[config.mk]
export PLATFORM = sky130hd
export DESIGN_NAME = packet_allowlist_filter
export DESIGN_NICKNAME = d
export VERILOG_FILES = /design/src/rtl/core/paf_pkg.sv /design/src/rtl/core/packet_allowlist_filter.sv /design/src/rtl/core/paf_classify.sv /design/src/rtl/core/paf_table.sv
export SDC_FILE = /design/constraint.sdc
export NUM_CORES = 1
export LEC_CHECK = 0
export ABC_AREA = 0
export CORE_AREA = 2 2 241 243
export DETAILED_ROUTE_END_ITERATION = 10
export DIE_AREA = 0 0 243 245
export DONT_BUFFER_PORTS = 1
export GPL_ROUTABILITY_DRIVEN = 0
export PLACE_DENSITY = 0.7
export SYNTH_ARGS = -nofsm -noshare
export SYNTH_HDL_FRONTEND = slang
export SYNTH_SLANG_ARGS = --single-unit
[constraint.sdc]
create_clock -name i_clk -period 8.8 [get_ports i_clk]
set_clock_uncertainty 0.1 [all_clocks]
set_input_delay 0.88 -clock i_clk [delete_from_list [all_inputs] [get_ports i_clk]]
set_output_delay 0.88 -clock i_clk [all_outputs]
set_load 0.02 [all_outputs]
[src/rtl/core/paf_pkg.sv]
// Shared types and constants for the packet allow-list filter.
package paf_pkg;

    typedef logic [15:0] t_key;
    typedef logic [2:0]  t_action;

    localparam t_key KEY_RESET = 16'h0069;

    localparam logic [7:0] TYPE_PING  = 8'd0;
    localparam logic [7:0] TYPE_QUERY = 8'd1;

    localparam t_action ACT_ECHO        = 3'd0;
    localparam t_action ACT_ACCEPT      = 3'd1;
    localparam t_action ACT_UNLISTED    = 3'd2;
    localparam t_action ACT_BAD_TYPE    = 3'd3;
    localparam t_action ACT_BAD_CONTROL = 3'd4;

    typedef struct packed {
        logic [31:0] source_address;
        logic [7:0]  packet_type;
        logic [15:0] control_word;
        logic [31:0] sequence_number;
        logic [7:0]  payload_count;
    } t_in_item;

    typedef struct packed {
        t_action     action;
        logic [31:0] reply_address;
        logic [31:0] reply_sequence;
        logic [7:0]  reply_count;
        logic        newly_listed;
    } t_out_item;

    // Header classification handed from the classifier to the table and top.
    typedef struct packed {
        t_action action;
        logic    learn;
    } t_class;

    // Result of one table lookup.
    typedef struct packed {
        logic listed;
        logic stored;
    } t_lookup;

endpackage

[src/rtl/core/packet_allowlist_filter.sv]
// Top level of the packet allow-list filter with learning.
// A header is taken at each rising edge with start high and busy low; busy never rises, so
// one header can be taken in every cycle. The header is registered, checked against the
// control key and the allow-list table in the following cycle, and its result is registered
// in r_out and appears on o_result with o_result_strobe high for exactly one cycle.
// The receiver cannot hold results off. A ping that learns its address updates the table at
// the same edge that registers its result, so the next header already sees the new entry.
// The table is cleared by reset; the control key is written through the
// configuration channel, which is always ready.
module packet_allowlist_filter #(
    parameter int TABLE_ENTRIES = 16
) (
    input  logic               i_clk,
    input  logic               i_rst_n,
    input  logic               start,
    output logic               busy,
    input  paf_pkg::t_in_item  i_item,
    output logic               o_result_strobe,
    output paf_pkg::t_out_item o_result,
    input  logic               i_cfg_valid,
    output logic               o_cfg_ready,
    input  paf_pkg::t_key      i_cfg_data
);
    import paf_pkg::*;

    logic      r_in_valid;
    t_in_item  r_in;
    t_key      r_key;
    logic      r_out_valid;
    t_out_item r_out;
    t_out_item n_out;
    t_class    cls;
    t_lookup   lookup;

    assign busy        = 1'b0;
    assign o_cfg_ready = 1'b1;

    // Header decode.
    paf_classify u_classify (
        .i_item   (r_in),
        .i_key    (r_key),
        .i_listed (lookup.listed),
        .o_class  (cls)
    );

    // Allow-list lookup and learning.
    paf_table #(
        .TABLE_ENTRIES (TABLE_ENTRIES)
    ) u_table (
        .i_clk    (i_clk),
        .i_rst_n  (i_rst_n),
        .i_learn  (r_in_valid && cls.learn),
        .i_addr   (r_in.source_address),
        .o_lookup (lookup)
    );

    // Result assembly.
    always_comb begin
        n_out.action         = cls.action;
        n_out.reply_address  = r_in.source_address;
        n_out.reply_sequence = r_in.sequence_number;
        n_out.reply_count    = r_in.payload_count;
        n_out.newly_listed   = lookup.stored;
    end

    // Control registers and the key.
    always_ff @(posedge i_clk) begin
        if (!i_rst_n) begin
            r_in_valid  <= 1'b0;
            r_out_valid <= 1'b0;
            r_key       <= KEY_RESET;
        end else begin
            r_in_valid  <= start && !busy;
            r_out_valid <= r_in_valid;
            if (i_cfg_valid && o_cfg_ready) begin
                r_key <= i_cfg_data;
            end
        end
    end

    // Input and result payload registers.
    always_ff @(posedge i_clk) begin
        if (start && !busy) begin
            r_in <= i_item;
        end
        if (r_in_valid) begin
            r_out <= n_out;
        end
    end

    assign o_result_strobe = r_out_valid;
    assign o_result        = r_out;

    // Only an echoed ping can report a newly listed address.
    a_new_is_echo: assert property (@(posedge i_clk) disable iff (!i_rst_n)
        (o_result_strobe && o_result.newly_listed) |-> (o_result.action == ACT_ECHO))
        else $error("newly listed flag on a result that is not an echo");

endmodule

[src/rtl/core/paf_classify.sv]
// Header classifier: control word check and packet type decode.
module paf_classify (
    input  paf_pkg::t_in_item i_item,
    input  paf_pkg::t_key     i_key,
    input  logic              i_listed,
    output paf_pkg::t_class   o_class
);
    import paf_pkg::*;

    logic ctrl_ok;

    assign ctrl_ok = (i_item.control_word == i_key);

    // The control check takes priority over the type decode.
    // A ping with a good control word is the only header that learns.
    always_comb begin
        o_class.learn = ctrl_ok && (i_item.packet_type == TYPE_PING);
        if (!ctrl_ok) begin
            o_class.action = ACT_BAD_CONTROL;
        end else if (i_item.packet_type == TYPE_PING) begin
            o_class.action = ACT_ECHO;
        end else if (i_item.packet_type == TYPE_QUERY) begin
            o_class.action = i_listed ? ACT_ACCEPT : ACT_UNLISTED;
        end else begin
            o_class.action = ACT_BAD_TYPE;
        end
    end

endmodule

[src/rtl/core/paf_table.sv]
// Allow-list table: parallel compare of all entries and first-fit learning.
module paf_table #(
    parameter int TABLE_ENTRIES = 16
) (
    input  logic             i_clk,
    input  logic             i_rst_n,
    input  logic             i_learn,
    input  logic [31:0]      i_addr,
    output paf_pkg::t_lookup o_lookup
);
    import paf_pkg::*;

    logic [31:0]              r_entry [TABLE_ENTRIES];
    logic [TABLE_ENTRIES-1:0] w_eq;
    logic [TABLE_ENTRIES-1:0] w_empty;
    logic [TABLE_ENTRIES-1:0] w_first;
    logic [TABLE_ENTRIES:0]   w_seen;
    logic                     w_store;
    logic [TABLE_ENTRIES:0]   w_used_inc;

    // Compare every entry and pick the first one that matches or is empty.
    always_comb begin
        w_seen[0] = 1'b0;
        for (int i = 0; i < TABLE_ENTRIES; i++) begin
            w_eq[i]       = (r_entry[i] == i_addr);
            w_empty[i]    = (r_entry[i] == 32'd0);
            w_first[i]    = (w_eq[i] || w_empty[i]) && !w_seen[i];
            w_seen[i + 1] = w_seen[i] || w_eq[i] || w_empty[i];
        end
    end

    // Store only when the first hit is an empty entry and the address is not zero.
    assign w_store = i_learn && (i_addr != 32'd0) && ((w_first & w_empty) != '0);

    assign o_lookup.listed = (w_eq != '0);
    assign o_lookup.stored = w_store;

    // Table storage, cleared at reset.
    always_ff @(posedge i_clk) begin
        if (!i_rst_n) begin
            for (int i = 0; i < TABLE_ENTRIES; i++) begin
                r_entry[i] <= 32'd0;
            end
        end else if (w_store) begin
            for (int i = 0; i < TABLE_ENTRIES; i++) begin
                if (w_first[i]) begin
                    r_entry[i] <= i_addr;
                end
            end
        end
    end

    // Used entries plus one; zero in the low bits when the used set is a prefix.
    assign w_used_inc = {1'b0, ~w_empty} + {{TABLE_ENTRIES{1'b0}}, 1'b1};

    // Used entries always form a contiguous run from entry zero.
    a_prefix: assert property (@(posedge i_clk) disable iff (!i_rst_n)
        (w_used_inc[TABLE_ENTRIES-1:0] & ~w_empty) == '0)
        else $error("allow-list entries are not filled from entry zero");

    // A store fills exactly one more entry.
    a_store_count: assert property (@(posedge i_clk) disable iff (!i_rst_n)
        w_store |=> $countones(~w_empty) == $past($countones(~w_empty)) + 1)
        else $error("store did not fill exactly one entry");

    // An address is never stored twice.
    a_no_dup: assert property (@(posedge i_clk) disable iff (!i_rst_n)
        w_store |-> !o_lookup.listed)
        else $error("stored an address that was already listed");

endmodule
==> impl_metrics.tcl, run 1 <==
set metrics [dict create \
    clockBufferDepth 3 \
    viasPerCell 6.490 \
    top_layer_used "met4" \
    synth_area_mm2 0.03109 \
    vias 19930 \
    num_rows 88 \
    synth_area_per_cell_um2 13.92 \
    yosysTopAreaCell "edfxtp_1" \
    drive_above_1_share_pct 9.809 \
    syn_inst 2233 \
    io_buffer_count 0 \
    dr_wl_met3_mm 12.55 \
    antenna_found_initial 3 \
    wire_per_inst_um 31.25 \
    rsz0062_at_grt "no" \
    synth.top_cell.area_share_pct 66.06 \
    crit_type "reg -> reg" \
    synth_edf_count 684 \
    core_mm2 0.05703 \
    drc 0 \
    numCtsBuffers 70 \
    grt_pass1_wl_mm 134.7 \
    dp_hpwl_mm 59.17 \
    status "completed" \
    drv_slew 0 \
    place_inst 2940 \
    dr_wl_met2_mm 42.54 \
    start_util_pct 54.51 \
    ys_ff_latch 702 \
    power.total_uw 7851 \
    firstDrtPassIters 7 \
    yosys-top-cells-area "edfxtp_1 66%, xor2_1 8.6%, xnor2_1 6.3%" \
    maxCapViolations 0 \
    grt_usage_pct 31.98 \
    hp-class "in -> reg" \
    tns_ns 0 \
    fp.dieArea_mm2 0.05954 \
    antenna_left 0 \
    fin_crit_sh_pct 54.69 \
    crit_fanout 32 \
    power_leakage_uw 0.01064 \
    synth_nets 2349 \
    totalWireLength_mm 95.97 \
    finalHoldViolCount 0 \
    setup-violations-final 0 \
    clock.fmax_mhz 207.8 \
    dr.first_iter.drc_count 2999 \
    worstMarginPinSlew_ns 1.303 \
    ys_types 56 \
    seq_area_frac_synth_pct 67.22 \
    synthFlopType "edfxtp_1" \
    holdBufCountCts 0 \
    grt_max_degree 98 \
    cp_data_arrival_time_ns 5.15 \
    nets 2363 \
    required_ns 9.14 \
    met1Wirelength_mm 34.86 \
    die_h_um 245 \
    cts.clk_slew.worst_paths_ns 0.06 \
    insertion_delay_ns 0.65 \
    power_density_mw_per_mm2 229.5 \
    end_kind "register" \
    async_flop_share_pct 0 \
    layout_min_cycle_time_ns 4.812 \
    vdd_drop_max_v 0.0001751 \
    synth_warnings 0 \
    cts.sinks 702 \
    stdcell_count 3071 \
    htree_levels 3 \
    io_pins 195 \
    cts.repair.resized 0 \
    clockRootBuffer "clkbuf_16" \
    start_kind "register" \
    die_w_um 243 \
    syn_to_final_growth_pct 10.05 \
    relSlewSlack_pct 13.12 \
    grt-ovfl-total 0 \
    cts_tree "yes" \
    postCtsSetupBuffers 0 \
    grt_pass1_vias 19620 \
]
logic make-up (layout without fill, tap and decap cells):
family	count (synthesis)	after routing	share of synthesized area (%)
muxes	16	16	0.5151
DFF	702	702	67.22
AOI/OAI and AO/OA	48	48	1.296
and+or+nand+nor	819	819	13.52
buffers and inverters	118	189	2.547
other	2	4	0.02415
xor gates and xnor gates	528	528	14.87
stage by stage:
step	setup WS [ns]	hold slack [ns]	area [um2]	util, %
6_report	3.988	0.2258	34220	59.99
5_1_grt	3.791	0.2070	34220	59.99
4_1_cts	4.082	0.2075	34210	59.98
3_5_place_dp	4.135	0.3045	31800	55.75
3_3_place_gp	4.331	0.3006	31800	55.75
2_1_floorplan	2.037	0.3003	31090	-
per-layer routing:
layer	GRT usage, %	vias to the layer above
li1	-	8194
met1	42.09	9767
met2	48.38	1597
met3	8.681	374
met4	17.86	0
met5	0	-
final cells by class:
class                   instances  area, um2
diodes                          2      5.005
well taps                     765      957.2
multi-input cells            1413       9515
flip-flops and latches        702      20900
clock inverters                34      509.2
repair buffers                 52      390.4
inverters                       8      30.03
fillers                      4404      22820
clock buffers                  95       1906
flip-flops by register name, summed over array words and instances, names as in the netlist:
signal	cells
n_out	72
o_result	76
o_result_strobe	1
r_in	24
r_in_valid	1
r_key	16
u_table.r_entry	512
power by group:
part / switching, uW / internal [uW] / total [uW] / leakage (uW)
Sequential: 189 / 3920 / 4100 / 0.00671
Clock: 1340 / 1770 / 3100 / 0.00117
Combinational: 427 / 216 / 643 / 0.00276
Total: 1950 / 5900 / 7850 / 0.0106
cells in the mapped netlist (7+ instances only):
master      n
nand4_1   110
nor2_1    339
mux2i_1    16
xor2_1    304
nor4_1    229
and2_1     35
buf_6       7
edfxtp_1  684
dfxtp_1    18
inv_1       8
buf_2      17
xnor2_1   224
nand2_1    44
nor2_2     30
clkbuf_1   12
o21ai_0    18
buf_4      73
path summary, 6_finish.rpt:
kind / start / to / slack, ns / depth (start not counted)
max: r_in[61] / u_table.r_entry[0][16] / 3.99 / 7
min: i_item[63] / r_in[63] / 0.23 / 0
max reg2reg: r_in[61] / u_table.r_entry[0][16] / 3.99 / 7
min reg2reg: n_out[27] / o_result[27] / 0.31 / 0
worst max-delay path, stage by stage, from the launching register on:
cell and delay (ns):
edfxtp_1 0.36, or4_1 0.66, nor4_1 0.47, nand3_1 0.18, or3_1 0.52, nor2_2 0.94, nand2_1 1.05, nor2_1 0.30
cells in the final DEF (no fill, tap or decap), types with 3 or more instances in the layout:
cell type    n
or3_1        3
mux2i_1     16
clkbuf_8     6
nor4_1     229
inv_1        8
edfxtp_1   684
a21oi_1      4
clkinv_1     4
xor2_1     304
nor2_1     338
and2_1      35
dfxtp_1     17
o21ai_0      8
xnor2_1    224
nand3_1      6
buf_4       52
clkinv_16    5
o21ai_2     10
nor2_2      31
clkbuf_16   70
clkbuf_1    19
nand4_1    110
nor3_1       3
nand2_1     44
o31ai_4      5
nand2b_1     3
clkinv_2    12
bufinv_16    7
o21bai_4     4
(Power assumes the default switching activity.)
==> inputs of run 2 (changes only) <==
Settings changed: PLACE_DENSITY 0.7 to 0.73.
Clock period 8.8 ns to 4.3 ns, I/O delays scaled along.
==> run 2 against run 1 <==
Non-clock buffer count rose by 197. Hold slack got worse by 0.18 ns. Sequential power rose by 110%. Critical endpoint is now u_table.r_entry[0][474]. Largest cell class unchanged.
==> impl_metrics.tcl, run 2 (synthesis results as in run 1) <==
set metrics [dict create \
    grt_pass1_vias 21070 \
    nFillCells 4027 \
    start_kind "register" \
    io_pins 195 \
    largest_register_ff_count 512 \
    grt_pass1_wl_mm 144.7 \
    worst_r2r_path_depth 13 \
    dp_hpwl_mm 61.22 \
    finalHoldViolCount 0 \
    cts_tree "yes" \
    relSlewSlack_pct 28.42 \
    power_density_mw_per_mm2 449.6 \
    worstReg2RegEnd "u_table.r_entry[0][474]" \
    die_h_um 245 \
    syn_to_final_growth_pct 16.99 \
    end_kind "register" \
    grt_usage_pct 34.21 \
    worstMarginPinSlew_ns 1.067 \
    cts.sinks 702 \
    dr.first_iter.drc_count 3575 \
    cts.clk_slew.worst_paths_ns 0.07 \
    p_int_uw 12230 \
    vias 21280 \
    clkPwrFrac_pct 39.1 \
    final_common_cell "edfxtp_1" \
    hp-class "in -> reg" \
    die_w_um 243 \
    vdd_drop_max_v 0.0003743 \
    fp.dieArea_mm2 0.05954 \
    reg2reg_setup_slack_ns 0.12 \
    numCtsBuffers 71 \
    viasPerCell 6.508 \
    clock.fmax_mhz 239.1 \
    grt-ovfl-total 0 \
    required_ns 4.53 \
    final_cell_mix "684 x edfxtp_1, 338 x nor2_1, 304 x xor2_1, 229 x nor4_1, 224 x xnor2_1" \
    swShare_pct 25.23 \
    post-route-util_pct 63.77 \
    insertion_delay_ns 0.66 \
    drc 0 \
    fin_ws_ns 0.1171 \
    power_frac_comb_pct 9.4 \
    nets 2562 \
    grt_max_degree 98 \
    tns_ns 0 \
    start_util_pct 54.51 \
    regArea_mm2 0.02090 \
    crit_end "u_table.r_entry[0][474]" \
    p_switching_uw 4126 \
    max_flop_register "u_table.r_entry" \
    crit_fanout 32 \
    num_rows 88 \
    clockBufferDepth 3 \
    rsz0062_at_grt "no" \
    clockRootBuffer "clkbuf_16" \
    drv_slew 0 \
    maxCapViolations 0 \
    crit_start "n_out[71]" \
    totalWireLength_mm 102.2 \
    crit_type "reg -> reg" \
    wire_per_inst_um 31.26 \
    fin_crit_sh_pct 97.28 \
    layout_min_cycle_time_ns 4.183 \
    firstDrtPassIters 6 \
    drive_above_1_share_pct 11.67 \
    rr_startpoint "n_out[71]" \
    pwr-share-seq_pct 51.5 \
    place_ws_ns 0.1211 \
    setup-violations-final 0 \
    multiInputGateArea_mm2 0.009539 \
    core_mm2 0.05703 \
    status "completed" \
    htree_levels 3 \
    power_leakage_uw 0.01161 \
    cp_data_arrival_time_ns 4.41 \
    antenna_left 0 \
    power.total_uw 16350 \
    io_buffer_count 0 \
    antenna_found_initial 3 \
]
==> run 2: cell types whose count changed in the layout (fill, tap and decap cells not counted), moves of 6 or more <==
cell,previous run,this run
dlygate4sd3_1,0,128
buf_4,52,92
buf_12,0,28
clkinv_1,4,19
clkbuf_1,19,8
clkbuf_8,6,0
==> run 2: cell type report <==
class	instances	area share, %
Sequential cell	702	57.47
Multi-Input combinational cell	1414	26.23
Timing Repair Buffer	249	7.038
Clock buffer	79	4.967
Tap cell	765	2.631
Clock inverter	50	1.565
Inverter	8	0.08256
Antenna cell	3	0.02064
==> run 2: timing repair <==
item                                    4_1_cts  5_1_grt
endpoints found under the setup margin        0       69
buffers inserted                              0        2
gates resized for setup                       0        0
hold buffers                                129        0
endpoints found under the hold margin       210        0
==> run 2: metrics by stage <==
stage	area [um2]	cells	hold slack (ns)
after floorplan	31140	2233	0.3003
after global placement	32650	3006	0.3039
after detailed placement	32650	3006	0.3045
after CTS	36340	3264	0.1083
after global routing	36370	3269	0.06619
final	36370	3270	0.05031
==> run 2: layer usage <==
metal  up-vias  part of all wire [%]  global-route usage [%]  wire length (um)
met5         -                     0                       0                 0
met4         0                   5.6                   18.30              5718
met3       383                    15                   10.69             15170
met2      1825                    45                   52.29             45900
met1     10440                    35                   43.95             35420
li1       8631                     -                       -                 -
==> run 2: worst max-delay path, stage by stage, from the launching register on <==
cell and delay [ns]:
edfxtp_1 0.74, buf_4 0.24, xnor2_1 0.12, nand4_1 0.11
nor4_1 0.42, a21boi_2 0.15, buf_4 0.18, and3_1 0.20
a22oi_1 0.39, o211ai_2 0.19, buf_4 0.27, nor2_1 0.34
o41ai_4 0.12, buf_4 0.28
==> run 2: worst min-delay path by stage <==
stage          startpoint                       to  slack, ns  cells after the start
2_1_floorplan   n_out[10]             o_result[10]       0.30                      0
3_3_place_gp    n_out[30]             o_result[30]       0.30                      0
3_5_place_dp    n_out[31]             o_result[31]       0.30                      0
4_1_cts           i_rst_n                r_key[15]       0.11                      2
5_1_grt           i_rst_n  u_table.r_entry[0][323]       0.07                      1
6_report          i_rst_n  u_table.r_entry[0][344]       0.05                      1
==> run 2: power by group through the flow <==
stage          Clock, uW  Combinational (uW)  Sequential (uW)
2_1_floorplan          0                 871             8430
3_3_place_gp           0                1320             8510
3_5_place_dp           0                1320             8530
4_1_cts             6360                1470             8400
5_1_grt             6650                1590             8450
6_report            6400                1540             8420
